--- src/rtl/fwksd_pkg.sv ---
`timescale 1ns / 1ps

package fwksd_pkg;

  localparam int KEY_W    = 32;
  localparam int OP_W     = 2;
  localparam int STATUS_W = 2;
  localparam int COUNT_W  = 5;

  localparam logic [OP_W-1:0] OP_PUSH = 2'd0;
  localparam logic [OP_W-1:0] OP_POP  = 2'd1;
  localparam logic [OP_W-1:0] OP_FIND = 2'd2;
  localparam logic [OP_W-1:0] OP_DEL  = 2'd3;

  localparam logic [STATUS_W-1:0] ST_OK   = 2'd0;
  localparam logic [STATUS_W-1:0] ST_MISS = 2'd1;
  localparam logic [STATUS_W-1:0] ST_FULL = 2'd2;

  typedef enum logic [1:0] {
    CMD_PUSH,
    CMD_POP,
    CMD_FIND,
    CMD_DEL
  } cmd_kind_t;

  typedef struct packed {
    cmd_kind_t          kind;
    logic [KEY_W-1:0]   key;
  } cmd_t;

  typedef enum logic [2:0] {
    BS_IDLE,
    BS_POP,
    BS_SCAN,
    BS_SHIFT,
    BS_EMIT
  } back_state_t;

endpackage

--- src/rtl/fwksd_req_if.sv ---
`timescale 1ns / 1ps

interface fwksd_req_if;
  import fwksd_pkg::*;

  logic                    valid;
  logic                    ready;
  logic [OP_W-1:0]         op;
  logic signed [KEY_W-1:0] key_in;

  modport source (output valid, output op, output key_in, input ready);
  modport sink (input valid, input op, input key_in, output ready);
endinterface

--- src/rtl/fwksd_rsp_if.sv ---
`timescale 1ns / 1ps

interface fwksd_rsp_if;
  import fwksd_pkg::*;

  logic                    valid;
  logic                    ready;
  logic [STATUS_W-1:0]     status;
  logic signed [KEY_W-1:0] key_out;
  logic [COUNT_W-1:0]      count;
  logic                    is_empty;

  modport source (output valid, output status, output key_out, output count,
                  output is_empty, input ready);
  modport sink (input valid, input status, input key_out, input count,
                input is_empty, output ready);
endinterface

--- src/rtl/fwksd_ram.sv ---
`timescale 1ns / 1ps

module fwksd_ram #(
  parameter int WIDTH = 32,
  parameter int DEPTH = 16
) (
  input  logic                     clk,
  input  logic                     wr_en,
  input  logic [$clog2(DEPTH)-1:0] wr_addr,
  input  logic [WIDTH-1:0]         wr_data,
  input  logic                     rd_en,
  input  logic [$clog2(DEPTH)-1:0] rd_addr,
  output logic [WIDTH-1:0]         rd_data
);

  logic [WIDTH-1:0] mem [DEPTH];

  always_ff @(posedge clk) begin
    if (wr_en) begin
      mem[wr_addr] <= wr_data;
    end
    if (rd_en) begin
      rd_data <= mem[rd_addr];
    end
  end

endmodule

--- src/rtl/fwksd_front.sv ---
`timescale 1ns / 1ps

module fwksd_front (
  input  logic             clk,
  input  logic             rst,
  fwksd_req_if.sink        req,
  output logic             cmd_valid,
  input  logic             cmd_ready,
  output fwksd_pkg::cmd_t  cmd
);
  import fwksd_pkg::*;

  cmd_t       q [2];
  logic       wr_ptr;
  logic       rd_ptr;
  logic [1:0] fill;
  cmd_kind_t  kind;
  logic       push;
  logic       pop;

  always_comb begin
    case (req.op)
      OP_PUSH: kind = CMD_PUSH;
      OP_POP:  kind = CMD_POP;
      OP_FIND: kind = CMD_FIND;
      default: kind = CMD_DEL;
    endcase
  end

  assign req.ready = (fill != 2'd2);
  assign push      = req.valid && req.ready;
  assign cmd_valid = (fill != 2'd0);
  assign pop       = cmd_valid && cmd_ready;
  assign cmd       = q[rd_ptr];

  always_ff @(posedge clk) begin
    if (push) begin
      q[wr_ptr] <= '{kind: kind, key: req.key_in};
    end
    if (rst) begin
      wr_ptr <= 1'b0;
      rd_ptr <= 1'b0;
      fill   <= 2'd0;
    end else begin
      if (push) begin
        wr_ptr <= ~wr_ptr;
      end
      if (pop) begin
        rd_ptr <= ~rd_ptr;
      end
      if (push && !pop) begin
        fill <= fill + 2'd1;
      end else if (pop && !push) begin
        fill <= fill - 2'd1;
      end
    end
  end

endmodule

--- src/rtl/fwksd_back.sv ---
`timescale 1ns / 1ps

module fwksd_back #(
  parameter int DEPTH = 16
) (
  input  logic             clk,
  input  logic             rst,
  input  logic             cmd_valid,
  output logic             cmd_ready,
  input  fwksd_pkg::cmd_t  cmd,
  fwksd_rsp_if.source      rsp
);
  import fwksd_pkg::*;

  localparam int PW = $clog2(DEPTH);
  localparam int CW = $clog2(DEPTH + 1);

  back_state_t         state;
  back_state_t         state_next;
  logic [PW-1:0]       head;
  logic [CW-1:0]       cnt;
  logic [CW-1:0]       idx;
  logic [CW-1:0]       last;
  logic [KEY_W-1:0]    cmd_key;
  cmd_kind_t           cmd_kind;
  logic [STATUS_W-1:0] res_status;
  logic [KEY_W-1:0]    res_key;

  logic                out_valid;
  logic [STATUS_W-1:0] out_status;
  logic [KEY_W-1:0]    out_key;
  logic [COUNT_W-1:0]  out_count;
  logic                out_empty;
  logic                can_emit;

  logic                rd_en;
  logic [CW-1:0]       rd_lidx;
  logic [KEY_W-1:0]    rd_data;
  logic                wr_en;
  logic [CW-1:0]       wr_lidx;
  logic [KEY_W-1:0]    wr_data;
  logic                match;
  logic                full;
  logic                empty;

  function automatic logic [PW-1:0] phys(input logic [PW-1:0] base,
                                         input logic [CW-1:0] l);
    logic [PW:0] s;
    s = {1'b0, base} + (PW + 1)'(l);
    if (s >= (PW + 1)'(DEPTH)) begin
      s = s - (PW + 1)'(DEPTH);
    end
    return s[PW-1:0];
  endfunction

  assign last     = cnt - 1'b1;
  assign match    = (rd_data == cmd_key);
  assign full     = (cnt == CW'(DEPTH));
  assign empty    = (cnt == '0);
  assign can_emit = !out_valid || rsp.ready;

  fwksd_ram #(
    .WIDTH (KEY_W),
    .DEPTH (DEPTH)
  ) u_store (
    .clk     (clk),
    .wr_en   (wr_en),
    .wr_addr (phys(head, wr_lidx)),
    .wr_data (wr_data),
    .rd_en   (rd_en),
    .rd_addr (phys(head, rd_lidx)),
    .rd_data (rd_data)
  );

  always_comb begin
    state_next = state;
    case (state)
      BS_IDLE: begin
        if (cmd_valid) begin
          case (cmd.kind)
            CMD_PUSH: state_next = BS_EMIT;
            CMD_POP:  state_next = empty ? BS_EMIT : BS_POP;
            default:  state_next = empty ? BS_EMIT : BS_SCAN;
          endcase
        end
      end
      BS_POP: state_next = BS_EMIT;
      BS_SCAN: begin
        if (match) begin
          state_next = (cmd_kind == CMD_DEL && idx != last) ? BS_SHIFT : BS_EMIT;
        end else if (idx == '0) begin
          state_next = BS_EMIT;
        end
      end
      BS_SHIFT: begin
        if (idx + 1'b1 == last) begin
          state_next = BS_EMIT;
        end
      end
      BS_EMIT: begin
        if (can_emit) begin
          state_next = BS_IDLE;
        end
      end
      default: state_next = BS_IDLE;
    endcase
  end

  always_comb begin
    cmd_ready = 1'b0;
    rd_en     = 1'b0;
    rd_lidx   = '0;
    wr_en     = 1'b0;
    wr_lidx   = cnt;
    wr_data   = cmd.key;
    case (state)
      BS_IDLE: begin
        cmd_ready = 1'b1;
        if (cmd_valid) begin
          case (cmd.kind)
            CMD_PUSH: wr_en = !full;
            CMD_POP:  rd_en = !empty;
            default: begin
              rd_en   = !empty;
              rd_lidx = last;
            end
          endcase
        end
      end
      BS_SCAN: begin
        if (!match && idx != '0) begin
          rd_en   = 1'b1;
          rd_lidx = idx - 1'b1;
        end else if (match && cmd_kind == CMD_DEL && idx != last) begin
          rd_en   = 1'b1;
          rd_lidx = idx + 1'b1;
        end
      end
      BS_SHIFT: begin
        wr_en   = 1'b1;
        wr_lidx = idx;
        wr_data = rd_data;
        if (idx + 1'b1 != last) begin
          rd_en   = 1'b1;
          rd_lidx = idx + CW'(2);
        end
      end
      default: begin
      end
    endcase
  end

  always_ff @(posedge clk) begin
    case (state)
      BS_IDLE: begin
        if (cmd_valid) begin
          cmd_key    <= cmd.key;
          cmd_kind   <= cmd.kind;
          res_status <= (cmd.kind == CMD_PUSH) ? (full ? ST_FULL : ST_OK) : ST_MISS;
          res_key    <= '0;
          idx        <= last;
        end
      end
      BS_POP: begin
        res_status <= ST_OK;
        res_key    <= rd_data;
      end
      BS_SCAN: begin
        if (match) begin
          res_status <= ST_OK;
          res_key    <= cmd_key;
        end else if (idx != '0) begin
          idx <= idx - 1'b1;
        end
      end
      BS_SHIFT: begin
        if (idx + 1'b1 != last) begin
          idx <= idx + 1'b1;
        end
      end
      default: begin
      end
    endcase
    if (state == BS_EMIT && can_emit) begin
      out_status <= res_status;
      out_key    <= res_key;
      out_count  <= COUNT_W'(cnt);
      out_empty  <= empty;
    end
  end

  always_ff @(posedge clk) begin
    if (rst) begin
      state     <= BS_IDLE;
      head      <= '0;
      cnt       <= '0;
      out_valid <= 1'b0;
    end else begin
      state <= state_next;
      if (state == BS_IDLE && cmd_valid && cmd.kind == CMD_PUSH && !full) begin
        cnt <= cnt + 1'b1;
      end
      if (state == BS_POP) begin
        head <= (head == PW'(DEPTH - 1)) ? '0 : head + 1'b1;
        cnt  <= last;
      end
      if (state == BS_SCAN && match && cmd_kind == CMD_DEL && idx == last) begin
        cnt <= last;
      end
      if (state == BS_SHIFT && idx + 1'b1 == last) begin
        cnt <= last;
      end
      if (state == BS_EMIT && can_emit) begin
        out_valid <= 1'b1;
      end else if (rsp.ready) begin
        out_valid <= 1'b0;
      end
    end
  end

  assign rsp.valid    = out_valid;
  assign rsp.status   = out_status;
  assign rsp.key_out  = out_key;
  assign rsp.count    = out_count;
  assign rsp.is_empty = out_empty;

endmodule

--- src/rtl/fifo_with_key_search_delete_top.sv ---
`timescale 1ns / 1ps

// Ordered key store of up to DEPTH entries with push, pop, find and delete-by-key requests.
// Requests enter a two-entry command queue and are carried out one at a time against a
// circular key memory with a single read port and a single write port; each request yields
// exactly one response. After a request reaches the executor, push writes its key, unless the
// store is full, and goes straight to the response, while pop first reads the oldest key. Find
// and delete scan the stored keys from newest to oldest, one per cycle through the memory read
// port. A delete then closes the gap by moving each newer entry down one place, one per cycle.
// No clearing pass is needed after reset.
module fifo_with_key_search_delete_top #(
  parameter int DEPTH = 16
) (
  input logic         clk,
  input logic         rst,
  fwksd_req_if.sink   req,
  fwksd_rsp_if.source rsp
);
  import fwksd_pkg::*;

  logic cmd_valid;
  logic cmd_ready;
  cmd_t cmd;

  fwksd_front u_front (
    .clk       (clk),
    .rst       (rst),
    .req       (req),
    .cmd_valid (cmd_valid),
    .cmd_ready (cmd_ready),
    .cmd       (cmd)
  );

  fwksd_back #(
    .DEPTH (DEPTH)
  ) u_back (
    .clk       (clk),
    .rst       (rst),
    .cmd_valid (cmd_valid),
    .cmd_ready (cmd_ready),
    .cmd       (cmd),
    .rsp       (rsp)
  );

endmodule
--- src/flat_wrapper.sv ---
// flat-port wrapper written by rule: the top's interface ports become plain ports
module fifo_with_key_search_delete_top_flat import fwksd_pkg::*;
#(
  parameter int DEPTH = 16
)
  (clk, rst, req_valid, req_op, req_key_in, req_ready, rsp_valid, rsp_status, rsp_key_out, rsp_count, rsp_is_empty, rsp_ready);
  fwksd_req_if req_i ();
  fwksd_rsp_if rsp_i ();
  input logic clk;
  input logic rst;
  input wire logic [$bits(req_i.valid)-1:0] req_valid;
  input wire logic [$bits(req_i.op)-1:0] req_op;
  input wire logic [$bits(req_i.key_in)-1:0] req_key_in;
  output wire logic [$bits(req_i.ready)-1:0] req_ready;
  output wire logic [$bits(rsp_i.valid)-1:0] rsp_valid;
  output wire logic [$bits(rsp_i.status)-1:0] rsp_status;
  output wire logic [$bits(rsp_i.key_out)-1:0] rsp_key_out;
  output wire logic [$bits(rsp_i.count)-1:0] rsp_count;
  output wire logic [$bits(rsp_i.is_empty)-1:0] rsp_is_empty;
  input wire logic [$bits(rsp_i.ready)-1:0] rsp_ready;
  assign req_i.valid = req_valid;
  assign req_i.op = req_op;
  assign req_i.key_in = req_key_in;
  assign req_ready = req_i.ready;
  assign rsp_valid = rsp_i.valid;
  assign rsp_status = rsp_i.status;
  assign rsp_key_out = rsp_i.key_out;
  assign rsp_count = rsp_i.count;
  assign rsp_is_empty = rsp_i.is_empty;
  assign rsp_i.ready = rsp_ready;
  fifo_with_key_search_delete_top #(.DEPTH(DEPTH)) u_core (.clk(clk), .rst(rst), .req(req_i), .rsp(rsp_i));
endmodule
--- config.mk ---
export PLATFORM = sky130hd
export DESIGN_NAME = fifo_with_key_search_delete_top_flat
export DESIGN_NICKNAME = d
export VERILOG_FILES = /design/src/rtl/fwksd_pkg.sv /design/src/rtl/fwksd_req_if.sv /design/src/rtl/fwksd_rsp_if.sv /design/src/rtl/fwksd_ram.sv /design/src/rtl/fwksd_front.sv /design/src/rtl/fwksd_back.sv /design/src/rtl/fifo_with_key_search_delete_top.sv /design/src/flat_wrapper.sv
export SDC_FILE = /design/constraint.sdc
export NUM_CORES = 1
export LEC_CHECK = 0
export ABC_AREA = 1
export BUFFER_PORTS_ARGS = -buffer_cell sky130_fd_sc_hd__buf_2
export CAP_MARGIN = 20
export CORE_UTILIZATION = 50
export DETAILED_ROUTE_END_ITERATION = 16
export PLACE_DENSITY = 0.63
export RECOVER_POWER = 25
export SETUP_SLACK_MARGIN = 0.2
export SLEW_MARGIN = 20
export SYNTH_ARGS = -nofsm -noshare
export SYNTH_HDL_FRONTEND = slang
export SYNTH_SLANG_ARGS = --single-unit
--- constraint.sdc ---
create_clock -name clk -period 9.7 [get_ports clk]
set_input_delay 0 -clock clk [delete_from_list [all_inputs] [get_ports clk]]
set_output_delay 0 -clock clk [all_outputs]
set_load 0.005 [all_outputs]
==> impl_results.md <==
* Status: complete, but fails checks
* Failing checks: max-capacitance violations, max-slew violations
* Clk buf depth at 3
* Routing usage on met3 at 0.0334
* Initial cell density of the core at 0.510
* Initial antenna violation count at 3
* Crit path time final at 5590 ps
* GRT busiest layer: met2
* Antenna viol nets, final at 0
* Num Clock Sinks at 743
* First-pass GRT wire length at 108 mm
* Nets at 2564
* Core area at 59500 sq um
* Worst Setup EP: u_core.u_back.u_store.rd_data[24]$_DFFE_PP_
* Worst Skew at 21.3 ps
* Most frequent cells in the layout: edfxtp_1, nand2_1, o21ai_0
* Post-Route WL at 71.9 mm
* Max-slew headroom at -0.526
* Hold Path Class: in -> reg
* Drt wl/cell at 21.6 um
* Final Cycle Share at 0.576
* Register clock-pin slew on the reported worst setup and hold paths at 60 ps
* Power Dens Cells at 348 nW/um^2
* Multi-input logic area at 7310 sq um
* Worst setup SP type: register
* Endpoints failing hold at 0
* Synth Warn # at 0
* R2R depth at 22
* Start of the worst register-to-register path: u_core.u_back.cnt[0]$_SDFFE_PP0P_
* Post-synth cell types at 44
* Slew Limit Fails at 175
* Largest family of logic cells by synthesized area: simple AND/OR/NAND/NOR gates
* Clk_lat worst skew at 600 ps
* Post-Layout Cell Count at 3333
* Fin Hold WS at 142 ps
* M1 GR Usage at 0.343
* Met2 Track Usage GR at 0.371
* Worst Path Arrival at 5990 ps
* Drc violations at 0
* Root Buffer: clkbuf_16
* RSZ-0062 raised after global routing: false
* Routability cong. at 0.871
* Area Overhead vs Synth at 13.5%
* Worst VDD drop at 0.173 mV
* Register area share after synthesis at 0.730
* Syn Nets at 2437
* Remaining Overflow, GRT at 0
* Die area at 61600 sq um
* Leak at 12.3 nW
* Post-synthesis mux area share at 0.0122
* CTS resizes at 0
* F_max at 179 MHz
* I/O pins at 80
* Vias in the first global route at 17984
* Worst slew pin tran at 2290 ps
* Setup_tns at 0 ps
* Compound-Gate Fraction of Synth Area at 0.0978
* Synthesized-area fraction occupied by and/or/nand/nor cells at 0.111
* Critical Path Start: u_core.u_back.cnt[0]$_SDFFE_PP0P_
* Die Width at 248 um
* Critical Path Fanout Max at 87
* Register area at 22100 sq um
* Iter 0 DRT Violations at 1936
* CTS buffer count at 75
* Syn Area/Cell at 12.7 sq um
* All-Layer GR Usage at 0.235
* Fill cells at 4666
* Rows at 89
* R2R setup slack at 4110 ps
* Layout cells sized above 1 at 0.105
* Synthesized cell area at 30300 sq um
* CTS tree: done
* Vias at 18889
* Final setup fails at 0
* Kind of critical path: reg -> reg
* CTS HTree Levels at 3
* Commonest non-fill, non-tap cell in the layout: edfxtp_1
* Antenna cells at 0
* Dpl cells at 3166
* Post-synthesis xor/xnor area fraction at 0.00631
* Max-cap violations at 6
* Largest net degree at the start of global routing at 161
* Crit path capture type: register
* Critical R2R Capture: u_core.u_back.u_store.rd_data[24]$_DFFE_PP_
* Pre-antenna DRT Iters at 6
* Die height at 248 um
* Vias/cell at 5.67
* Adder-Cell Fraction of Synth Area at 0.00833
* Syn Inst Count at 2380
* Port bufs at 79
* Data required time of the worst path at 10100 ps
* DP HPWL at 40.3 mm
* Synth Register Bits at 743
per-layer routing:
metal  vias to the layer above  wire length, um  share of wire
met5                         -                0              0
met1                      9260            32400           0.45
li1                       8856                -              -
met4                         0             1120          0.016
met2                       681            33300           0.46
met3                        92             5090          0.071
synth_stat cells (all sizes together):
| cell | instances | area (sq um) |
|---|---|---|
| buf | 41 | 243 |
| o31ai | 1 | 7.51 |
| xnor2 | 4 | 35.0 |
| nand3b | 1 | 7.51 |
| dfxtp | 18 | 360 |
| nand3 | 57 | 308 |
| o221ai | 6 | 52.6 |
| o211ai | 1 | 7.51 |
| clkbuf | 91 | 353 |
| mux2 | 32 | 360 |
| o41ai | 1 | 8.76 |
| nor2 | 212 | 836 |
| nor3 | 3 | 26.3 |
| edfxtp | 725 | 21800 |
| nand2 | 537 | 2150 |
| mux2i | 1 | 10.0 |
| fa | 2 | 40.0 |
| a21oi | 85 | 425 |
| o22ai | 95 | 594 |
| nand4 | 4 | 25.0 |
| a32o | 64 | 641 |
| ha | 17 | 213 |
| inv | 113 | 424 |
| clkinv | 4 | 17.5 |
| xor2 | 17 | 156 |
| o21ai | 245 | 1230 |
| nor4 | 2 | 12.5 |
| or2 | 1 | 6.26 |
logic make-up (layout without fill, tap and decap cells):
logic type               Yosys count  count (layout)
AND/OR/NAND/NOR                  817             817
flip-flops                       743             743
AO/OA/AOI/OAI                    498             498
buffers and inverters            249             429
multiplexers                      33              33
XOR/XNOR                          21              21
adder cells (fa/ha/maj)           19              19
through the flow:
step                worst slack [ps]   util  area (sq um)  total power [mW]
finish                          4110  0.579         34400              12.0
global route                    3630  0.579         34400              12.7
CTS                             4170  0.581         34600              12.0
detailed placement              4180  0.535         31800              9.20
global placement                4170  0.534         31700              9.07
floorplan                       4880      -         30300              7.81
flip-flops by register name, indices dropped and copies added, names as in the netlist, named ones only:
name	cells
u_core.u_back.res_key	32
u_core.u_back.cnt	5
u_core.u_front.rd_ptr	1
u_core.u_back.rsp.key_out	32
u_core.u_back.u_store.mem	512
u_core.u_front.fill	2
u_core.u_back.cmd_kind	2
u_core.u_back.rsp.valid	1
u_core.u_back.idx	5
u_core.u_back.cmd_key	32
u_core.u_front.wr_ptr	1
u_core.u_front.q	68
u_core.u_back.rsp.count	5
u_core.u_back.state	3
u_core.u_back.res_status	2
u_core.u_back.rsp.is_empty	1
u_core.u_back.rsp.status	2
u_core.u_back.u_store.rd_data	32
u_core.u_back.head	4
timing repair:
| item | CTS | global route |
|---|---|---|
| buffers inserted | 0 | 0 |
| hold endpoints to repair | 78 | 0 |
| hold buffers | 37 | 0 |
report_power, final:
group / switching, mW / leakage, nW / internal, mW
clock network: 1.17 / 1.17 / 1.65
logic: 3.14 / 4.38 / 1.40
registers: 0.221 / 6.76 / 4.39
total: 4.53 / 12.3 / 7.43
cell type report:
cell class,instances,area share
repair buffers,182,0.0341
flip-flops and latches,743,0.643
clock inverters,41,0.0110
clock buffers,89,0.0579
inverters,117,0.0131
well taps,773,0.0281
multi-input cells,1388,0.212
how the worst min path moves through the flow:
stage / from / to / slack [ps] / cells after the start
finish: req_key_in[28] / u_core.u_front.q[0][28]$_DFFE_PP_ / 140 / 2
global route: req_key_in[28] / u_core.u_front.q[0][28]$_DFFE_PP_ / 130 / 2
CTS: req_key_in[24] / u_core.u_front.q[0][24]$_DFFE_PP_ / 90 / 2
detailed placement: req_key_in[28] / u_core.u_front.q[1][28]$_DFFE_PP_ / 190 / 1
global placement: req_key_in[20] / u_core.u_front.q[0][20]$_DFFE_PP_ / 190 / 1
floorplan: rst / u_core.u_back.cnt[0]$_SDFFE_PP0P_ / 70 / 1
critical path: stages, from the launching register on:
cell	delay (ps)
dfxtp_1	510
inv_1	210
ha_1	470
inv_1	90
nand2_1	60
nand2_1	50
nor2_1	90
nand3_1	100
nor2_2	90
nand2_2	80
nand4_1	170
nand2_1	120
nand2_1	70
o221ai_1	190
ha_4	670
buf_4	780
buf_4	620
o21ai_0	180
o22ai_1	220
nand2_1	60
o21ai_0	90
nand3_1	90
nand2_1	260
No activity file was read; power rests on OpenSTA's default activity.
